==> src/rtl/core/htc_pkg.sv <==
package htc_pkg;

	// field widths
	localparam int TEMP_W   = 10;
	localparam int SP_W     = 9;
	localparam int DUTY_W   = 16;
	localparam int BRIGHT_W = 3;
	localparam int ACC_W    = 16;
	localparam int ERR_W    = 11;
	localparam int KP_W     = 20;
	localparam int GAIN_W   = 16;
	localparam int BAND_W   = 8;
	localparam int CFG_W    = 20;
	localparam int CFG_IDX_W = 3;

	// special values
	localparam logic [TEMP_W-1:0]   TEMP_FAULT = 10'd999;
	localparam logic [ACC_W-1:0]    ACC_EMPTY  = 16'hFFFF;
	localparam logic [DUTY_W-1:0]   DUTY_MAX   = 16'hFFFF;
	localparam logic [BRIGHT_W-1:0] BRIGHT_LOW  = 3'd2;
	localparam logic [BRIGHT_W-1:0] BRIGHT_HIGH = 3'd7;

	// approach direction codes
	localparam logic [1:0] DIR_SETTLED = 2'd0;
	localparam logic [1:0] DIR_RISING  = 2'd1;
	localparam logic [1:0] DIR_FALLING = 2'd3;

	// register indexes
	localparam logic [CFG_IDX_W-1:0] REG_KP       = 3'd0;
	localparam logic [CFG_IDX_W-1:0] REG_KI       = 3'd1;
	localparam logic [CFG_IDX_W-1:0] REG_KD       = 3'd2;
	localparam logic [CFG_IDX_W-1:0] REG_OUT_MAX  = 3'd3;
	localparam logic [CFG_IDX_W-1:0] REG_NEAR     = 3'd4;
	localparam logic [CFG_IDX_W-1:0] REG_COOL     = 3'd5;

	// register reset values
	localparam logic [KP_W-1:0]   KP_RESET      = 20'd33204;
	localparam logic [GAIN_W-1:0] KI_RESET      = 16'd262;
	localparam logic [GAIN_W-1:0] KD_RESET      = 16'd20480;
	localparam logic [DUTY_W-1:0] OUT_MAX_RESET = 16'd2048;
	localparam logic [BAND_W-1:0] NEAR_RESET    = 8'd10;
	localparam logic [DUTY_W-1:0] COOL_RESET    = 16'd5;

	typedef struct packed {
		logic [TEMP_W-1:0] measured_temp;
		logic [SP_W-1:0]   setpoint;
	} htc_in_t;

	typedef struct packed {
		logic [DUTY_W-1:0]   heater_duty;
		logic [TEMP_W-1:0]   filtered_temp;
		logic [BRIGHT_W-1:0] display_brightness;
	} htc_out_t;

endpackage

==> src/rtl/core/heater_temperature_controller.sv <==
// channel   direction  handshake                   payload
// sample    in         sample_valid / sample_stall htc_in_t  (temperature, setpoint)
// result    out        result_valid / result_stall htc_out_t (duty, filtered temp, level)
// cfg       in         cfg_wr_en                   cfg_index, cfg_wdata
//
// inside the band, on fault or with the heater off a tick runs the transfer, filter,
// decision and load; when the PD law runs, the four products go one after another
// through a single 29x12 multiplier between the decision and the clamp and load.
// sample_stall is high from the transfer until the result is loaded into the
// output register; a result waiting under result_stall holds the block there.
// arst_n clears sequencer, filter, duty, direction and valid state and restores the register defaults.
module heater_temperature_controller
	import htc_pkg::*;
(
	input  logic                 clk,
	input  logic                 arst_n,
	input  logic                 sample_valid,
	output logic                 sample_stall,
	input  htc_in_t              sample,
	output logic                 result_valid,
	input  logic                 result_stall,
	output htc_out_t             result,
	input  logic                 cfg_wr_en,
	input  logic [CFG_IDX_W-1:0] cfg_index,
	input  logic [CFG_W-1:0]     cfg_wdata
);

	localparam logic [3:0] ST_IDLE   = 4'd0;
	localparam logic [3:0] ST_FILT   = 4'd1;
	localparam logic [3:0] ST_DEC    = 4'd2;
	localparam logic [3:0] ST_MUL_KS = 4'd3;
	localparam logic [3:0] ST_MUL_P  = 4'd4;
	localparam logic [3:0] ST_MUL_I  = 4'd5;
	localparam logic [3:0] ST_MUL_D  = 4'd6;
	localparam logic [3:0] ST_CLAMP  = 4'd7;
	localparam logic [3:0] ST_DONE   = 4'd8;

	localparam int KS_W   = KP_W + SP_W;
	localparam int MB_W   = ERR_W + 1;
	localparam int PROD_W = KS_W + 1 + MB_W;
	localparam int SUM_W  = PROD_W + 2;

	logic [3:0] state_q;

	// configuration
	logic [KP_W-1:0]   kp_q;
	logic [GAIN_W-1:0] ki_q;
	logic [GAIN_W-1:0] kd_q;
	logic [DUTY_W-1:0] out_max_q;
	logic [BAND_W-1:0] near_band_q;
	logic [DUTY_W-1:0] cool_duty_q;

	// controller state
	logic [TEMP_W-1:0]   temp_q;
	logic [SP_W-1:0]     sp_q;
	logic [ACC_W-1:0]    avg_acc_q;
	logic [TEMP_W-1:0]   cur_temp_q;
	logic [DUTY_W-1:0]   duty_q;
	logic [DUTY_W-1:0]   stable_duty_q;
	logic [1:0]          dir_q;
	logic [ERR_W-1:0]    prev_err_q;
	logic [BRIGHT_W-1:0] bright_q;
	logic                falling_q;

	// PD law datapath
	logic [ERR_W-1:0]        err_q;
	logic signed [MB_W-1:0]  diff_q;
	logic [KS_W-1:0]         ks_q;
	logic signed [SUM_W-1:0] pd_sum_q;

	htc_out_t result_q;
	logic     result_valid_q;

	// handshake
	logic sample_xfer;
	logic load_out;

	assign sample_stall = (state_q != ST_IDLE);
	assign sample_xfer  = sample_valid && !sample_stall;
	assign load_out     = (state_q == ST_DONE) && (!result_valid_q || !result_stall);
	assign result_valid = result_valid_q;
	assign result       = result_q;

	// configuration writes
	always_ff @(posedge clk or negedge arst_n) begin
		if (!arst_n) begin
			kp_q        <= KP_RESET;
			ki_q        <= KI_RESET;
			kd_q        <= KD_RESET;
			out_max_q   <= OUT_MAX_RESET;
			near_band_q <= NEAR_RESET;
			cool_duty_q <= COOL_RESET;
		end else if (cfg_wr_en) begin
			case (cfg_index)
				REG_KP:      kp_q        <= cfg_wdata[KP_W-1:0];
				REG_KI:      ki_q        <= cfg_wdata[GAIN_W-1:0];
				REG_KD:      kd_q        <= cfg_wdata[GAIN_W-1:0];
				REG_OUT_MAX: out_max_q   <= cfg_wdata[DUTY_W-1:0];
				REG_NEAR:    near_band_q <= cfg_wdata[BAND_W-1:0];
				REG_COOL:    cool_duty_q <= cfg_wdata[DUTY_W-1:0];
				default: ;
			endcase
		end
	end

	// filter step: clamp sample, refill or weighted update
	logic [TEMP_W-1:0]   samp_w;
	logic [ACC_W-1:0]    acc_m8_w;
	logic [ACC_W-1:0]    dec_w;
	logic [ACC_W-1:0]    acc_upd_w;
	logic [BRIGHT_W-1:0] bright_next_w;

	always_comb begin
		samp_w    = (temp_q > TEMP_FAULT) ? TEMP_FAULT : temp_q;
		acc_m8_w  = avg_acc_q - ACC_W'(8);
		// below 8 the decrement is minus one, which adds one mod 2^16
		dec_w     = (avg_acc_q < ACC_W'(8)) ? ACC_EMPTY : {4'd0, acc_m8_w[ACC_W-1:4]};
		acc_upd_w = avg_acc_q + {6'd0, samp_w} - dec_w;
		bright_next_w = falling_q ? (bright_q - BRIGHT_W'(1)) : (bright_q + BRIGHT_W'(1));
	end

	// decision step
	logic signed [ERR_W-1:0] err_w;
	logic signed [ERR_W-1:0] band_w;
	logic                    far_w;
	logic                    off_w;

	always_comb begin
		err_w  = $signed({2'd0, sp_q}) - $signed({1'b0, cur_temp_q});
		band_w = $signed({3'd0, near_band_q});
		far_w  = (err_w > band_w) || (err_w < -band_w);
		off_w  = (sp_q == '0) || (cur_temp_q == TEMP_FAULT);
	end

	// shared multiplier, unsigned 29 bits by signed 12 bits
	logic [KS_W-1:0]          mul_a;
	logic signed [MB_W-1:0]   mul_b;
	logic signed [PROD_W-1:0] prod_w;
	logic signed [SUM_W-1:0]  prod_ext_w;

	always_comb begin
		case (state_q)
			ST_MUL_KS: begin
				mul_a = {{(KS_W-KP_W){1'b0}}, kp_q};
				mul_b = $signed({{(MB_W-SP_W){1'b0}}, sp_q});
			end
			ST_MUL_P: begin
				mul_a = ks_q;
				mul_b = $signed({err_q[ERR_W-1], err_q});
			end
			ST_MUL_I: begin
				mul_a = {{(KS_W-GAIN_W){1'b0}}, ki_q};
				mul_b = $signed({err_q[ERR_W-1], err_q});
			end
			ST_MUL_D: begin
				mul_a = {{(KS_W-GAIN_W){1'b0}}, kd_q};
				mul_b = diff_q;
			end
			default: begin
				mul_a = '0;
				mul_b = '0;
			end
		endcase
		prod_w     = $signed({1'b0, mul_a}) * mul_b;
		prod_ext_w = {{(SUM_W-PROD_W){prod_w[PROD_W-1]}}, prod_w};
	end

	// clamp of the PD sum
	logic [SUM_W-21:0] pd_int_w;
	assign pd_int_w = pd_sum_q[SUM_W-1:20];

	// sequencer and controller state
	always_ff @(posedge clk or negedge arst_n) begin
		if (!arst_n) begin
			state_q       <= ST_IDLE;
			avg_acc_q     <= ACC_EMPTY;
			cur_temp_q    <= '0;
			duty_q        <= '0;
			stable_duty_q <= '0;
			dir_q         <= DIR_SETTLED;
			prev_err_q    <= '0;
			bright_q      <= BRIGHT_HIGH;
			falling_q     <= 1'b1;
		end else begin
			case (state_q)
				ST_IDLE: begin
					if (sample_xfer) begin
						state_q <= ST_FILT;
					end
				end
				ST_FILT: begin
					bright_q <= bright_next_w;
					if (bright_next_w == BRIGHT_LOW || bright_next_w == BRIGHT_HIGH) begin
						falling_q <= !falling_q;
					end
					if (samp_w == TEMP_FAULT) begin
						avg_acc_q  <= ACC_EMPTY;
						cur_temp_q <= TEMP_FAULT;
					end else if (avg_acc_q == ACC_EMPTY) begin
						avg_acc_q  <= {2'd0, samp_w, 4'd0};
						cur_temp_q <= samp_w;
					end else begin
						avg_acc_q  <= acc_upd_w;
						cur_temp_q <= acc_upd_w[TEMP_W+3:4];
					end
					state_q <= ST_DEC;
				end
				ST_DEC: begin
					state_q <= (!off_w && far_w) ? ST_MUL_KS : ST_DONE;
					if (off_w) begin
						duty_q <= '0;
					end else if (far_w) begin
						// PD law, direction of approach recorded now
						err_q      <= err_w;
						diff_q     <= $signed({err_w[ERR_W-1], err_w})
							- $signed({prev_err_q[ERR_W-1], prev_err_q});
						prev_err_q <= err_w;
						dir_q      <= (err_w > 0) ? DIR_RISING : DIR_FALLING;
					end else if (cur_temp_q == {1'b0, sp_q}) begin
						// setpoint reached: latch the duty that got here rising
						if (dir_q == DIR_RISING) begin
							stable_duty_q <= duty_q;
						end
						dir_q <= DIR_SETTLED;
					end else if (cur_temp_q > {1'b0, sp_q}) begin
						duty_q <= cool_duty_q;
						dir_q  <= DIR_FALLING;
					end else begin
						// below setpoint: restart from stable duty or nudge up
						if (dir_q != DIR_RISING) begin
							dir_q  <= DIR_RISING;
							duty_q <= stable_duty_q;
						end else if (duty_q != DUTY_MAX) begin
							duty_q <= duty_q + DUTY_W'(1);
						end
					end
				end
				ST_MUL_KS: begin
					state_q <= ST_MUL_P;
				end
				ST_MUL_P: begin
					state_q <= ST_MUL_I;
				end
				ST_MUL_I: begin
					state_q <= ST_MUL_D;
				end
				ST_MUL_D: begin
					state_q <= ST_CLAMP;
				end
				ST_CLAMP: begin
					if (pd_sum_q <= 0) begin
						duty_q <= '0;
					end else if (pd_int_w > {{(SUM_W-20-DUTY_W){1'b0}}, out_max_q}) begin
						duty_q <= out_max_q;
					end else begin
						duty_q <= pd_int_w[DUTY_W-1:0];
					end
					state_q <= ST_DONE;
				end
				ST_DONE: begin
					if (load_out) begin
						state_q <= ST_IDLE;
					end
				end
				default: state_q <= ST_IDLE;
			endcase
		end
	end

	// sample capture and PD products
	always_ff @(posedge clk) begin
		if (sample_xfer) begin
			temp_q <= sample.measured_temp;
			sp_q   <= sample.setpoint;
		end
		case (state_q)
			ST_MUL_KS: ks_q     <= prod_w[KS_W-1:0];
			ST_MUL_P:  pd_sum_q <= prod_ext_w;
			ST_MUL_I:  pd_sum_q <= pd_sum_q + (prod_ext_w <<< 4);
			ST_MUL_D:  pd_sum_q <= pd_sum_q + (prod_ext_w <<< 12);
			default: ;
		endcase
	end

	// output register
	always_ff @(posedge clk or negedge arst_n) begin
		if (!arst_n) begin
			result_valid_q <= 1'b0;
		end else begin
			if (load_out) begin
				result_valid_q <= 1'b1;
			end else if (result_valid_q && !result_stall) begin
				result_valid_q <= 1'b0;
			end
		end
	end

	always_ff @(posedge clk) begin
		if (load_out) begin
			result_q.heater_duty        <= duty_q;
			result_q.filtered_temp      <= cur_temp_q;
			result_q.display_brightness <= bright_q;
		end
	end

	// checks
	a_xfer_starts_filter: assert property (@(posedge clk) disable iff (!arst_n)
		sample_xfer |=> state_q == ST_FILT)
		else $error("sample transfer did not start the filter step");

	a_fault_zero_duty: assert property (@(posedge clk) disable iff (!arst_n)
		result_valid && result.filtered_temp == TEMP_FAULT |-> result.heater_duty == '0)
		else $error("nonzero duty reported on fault");

	a_bright_range: assert property (@(posedge clk) disable iff (!arst_n)
		result_valid |-> result.display_brightness >= BRIGHT_LOW
			&& result.display_brightness <= BRIGHT_HIGH)
		else $error("brightness out of range");

	a_clamp_limit: assert property (@(posedge clk) disable iff (!arst_n)
		state_q == ST_CLAMP |=> duty_q <= $past(out_max_q))
		else $error("PD duty above upper clamp");

	a_load_sets_valid: assert property (@(posedge clk) disable iff (!arst_n)
		load_out |=> result_valid_q && state_q == ST_IDLE)
		else $error("result load lost");

endmodule
==> config.mk <==
export PLATFORM = sky130hd
export DESIGN_NAME = heater_temperature_controller
export DESIGN_NICKNAME = d
export VERILOG_FILES = /design/src/rtl/core/htc_pkg.sv /design/src/rtl/core/heater_temperature_controller.sv
export SDC_FILE = /design/constraint.sdc
export NUM_CORES = 2
export LEC_CHECK = 0
export BUFFER_PORTS_ARGS = -buffer_cell sky130_fd_sc_hd__buf_2
export CAP_MARGIN = 40
export CORE_MARGIN = 2
export CORE_UTILIZATION = 54
export CTS_BUF_LIST = sky130_fd_sc_hd__clkbuf_2 sky130_fd_sc_hd__clkbuf_4 sky130_fd_sc_hd__clkbuf_8
export DETAILED_ROUTE_END_ITERATION = 10
export PLACE_DENSITY = 0.8
export SYNTH_ARGS = -nofsm -noshare
export SYNTH_HDL_FRONTEND = slang
export SYNTH_SLANG_ARGS = --single-unit
==> constraint.sdc <==
create_clock -name clk -period 11.4 [get_ports clk]
set_input_delay 1.71 -clock clk [delete_from_list [all_inputs] [get_ports clk]]
set_output_delay 1.71 -clock clk [all_outputs]
set_load 0.05 [all_outputs]
==> impl_metrics.yaml <==
setup_path:
  start_kind: "flop"
  crit_type: "reg -> reg"
  slowest_stage: "nor3_2"
  crit_required_ps: 11760
  critPathMaxStageDelay_ps: 730
  crit_buf_inv: 5
  crit_fanout: 52
  end_kind: "flop"
  cp_top_family: "compound AO/OA/AOI/OAI gates"
  arrival_ps: 10920
routing:
  drtIter0Drc: 2203
  antenna_left: 0
  drt_wl_total_microns: 85190
  drc: 0
  wl_per_cell_microns: 20.88
  vias: 24320
  drtPass1Iterations: 6
  viasPerCell: 5.960
floorplanning:
  dieWidth_microns: 241.8
  ios: 78
  dieArea_sq_um: 58450
  core_sq_um: 56170
  fp-row-count: 87
  die_h_microns: 241.8
  initial_core_util_pct: 54.35
run:
  max-cap-violations: 0
logic_synthesis:
  synth-async-reset-ratio_pct: 54.43
  synth_compound_area_share_pct: 12.12
  synthFlopType: "edfxtp_1"
  synthesis.nets: 3787
  synth_area_leaders: "fa_1 (19%), edfxtp_1 (14%), dfrtp_1 (11%)"
  syn_area_per_cell_sq_um: 9.570
  ys_ff_latch: 316
  synthTopCellsByCount: "nand2_1 (439), inv_1 (397), fa_1 (286)"
  yosysSeqAreaShare_pct: 28.41
  synthCells: 3190
  synth_largest_area_cell: "fa_1"
  synth_area_sq_um: 30530
  yosys.cell_count.top_type: "nand2_1"
  yosys.area_share.adder_pct: 29.57
  synth_cell_types: 77
  synth_edf_count: 144
  synth_xor_area_share_pct: 4.303
  yosys-mux-area-fraction_pct: 5.430
  netlist.area_leader.share_pct: 18.75
  synth-simple-area-share_pct: 13.86
  ys_warn_count: 0
  synth_top_family_by_area: "adder cells"
clock_network:
  numCtsBuffers: 53
  cts_sinks: 316
  cts_resized: 0
  clk_pin_slew_ps: 70
  root_buffer: "clkbuf_8"
  ctsHtreeMaxLevel: 2
  clockBufferDepth: 3
  cts_hold_buf: 0
  worstSkewPairLatency_ps: 670
  cts_tree: "built"
  postCtsSetupRepairBufs: 0
sta:
  tightest_slew_ps: 1077
  fin_crit_sh_pct: 92.59
  setup_violations: 0
  timing.fmax_ghz: 0.09474
  layout_setup_ws_ps: 844.9
  grt_setup_unrepaired: "no"
  fin_skew_ps: 46.51
  tns_ps: 0
  slew_violations: 0
  layout_min_cycle_time_ps: 10560
  hold_viol: 0
  slew_headroom_pct: 28.19
final_layout:
  n_fill_cell: 4745
  syn2layout_area_growth_pct: 9.115
  drive_gt1_share_pct: 12.82
  fin_nets: 3875
worst_hold_path:
  hp-class: "reg -> reg"
global_routing:
  track_usage_pct: 29.50
  grt_pass1_wl_microns: 136500
  antenna_found_initial: 2
  grt_pass1_vias: 24760
  grt_max_degree: 60
  overflow: 0
place:
  dp_hpwl_microns: 66780
  gp_congestion: 0.9983
  portBuffers: 77
  pre_cts_slack_ps: 1027
run_status:
  status: "finished clean"
[layout make-up]
cell class	instances	area (sq um)	area share [%]
antenna	1	2.502	0.007512
clock buffer	72	909.6	2.731
clock inverter	28	342.8	1.029
inverter	397	1490	4.473
multi-input combinational	2366	20000	60.03
sequential	316	8673	26.04
tap	756	945.9	2.840
timing repair buffer	144	950.9	2.855
[sequential cells by signal, summed over array words and instances, names as in the netlist, 20 cells and up]
signal	flops
pd_sum_q	44
ks_q	29
result	29
kp_q	20
[through the flow]
stage	hold slack, ps	utilization [%]	cells	cell area, sq um
after floorplan	423.1	-	3190	30530
after global placement	449.1	56.87	3970	31950
after detailed placement	444.7	57.07	3979	32060
after CTS	471.4	59.30	4079	33310
after global routing	468.7	59.31	4080	33310
final	467.1	59.31	4080	33310
[layout by cell type, fill, tap and decap left out, types with 11 or more instances in the layout]
cell / count
and4_1: 16
clkinv_2: 12
nand2b_1: 20
inv_1: 397
nand2_1: 439
nand4_1: 38
mux2i_1: 25
o22ai_1: 19
clkbuf_4: 13
nor2b_1: 20
o21ai_0: 108
edfxtp_1: 144
mux2_2: 115
o21bai_1: 12
dfrtp_1: 136
a21o_1: 63
a21oi_1: 167
buf_2: 77
o211ai_1: 13
o31ai_1: 11
nor3_1: 23
a211oi_1: 17
buf_4: 59
nand3_1: 45
dfstp_2: 36
a21boi_0: 13
and2_1: 25
xnor2_1: 81
xor2_1: 69
ha_1: 264
nor2_1: 233
nor4_1: 19
and3_1: 25
fa_1: 286
a31oi_1: 13
a22oi_1: 19
clkbuf_8: 59
o21a_1: 21
[per-layer routing]
metal  share of wire (%)  track usage (%)  vias to the layer above
met4                 5.5            14.31                        2
met1                  40            39.13                    11830
met3                 9.4            5.771                      256
met5               0.015                0                        -
li1                    -                -                    11030
met2                  45            46.59                     1198
[cell families (layout without fill, tap and decap cells)]
logic type / count (synthesis) / count (layout)
buffers and inverters: 508 / 641
xor gates and xnor gates: 150 / 150
and+or+nand+nor: 946 / 946
adders and majority gates: 550 / 550
DFF: 316 / 316
other: 0 / 1
muxes: 150 / 150
AOI/OAI and AO/OA: 570 / 570
[final timing paths]
check,from,end,slack (ps),cells after the start
setup / recovery,state_q[0],pd_sum_q[41],840,36
hold / removal,cur_temp_q[5],result[8],470,0
setup reg to reg,state_q[0],pd_sum_q[41],840,36
hold reg to reg,cur_temp_q[5],result[8],470,0
max in group asynchronous,arst_n,ki_q[1],8640,4
min in group asynchronous,arst_n,cur_temp_q[9],940,1
Power is left out: the tool's default activity adds up to more than one toggle a clock period on the data nets, which glitch-free logic cannot reach.
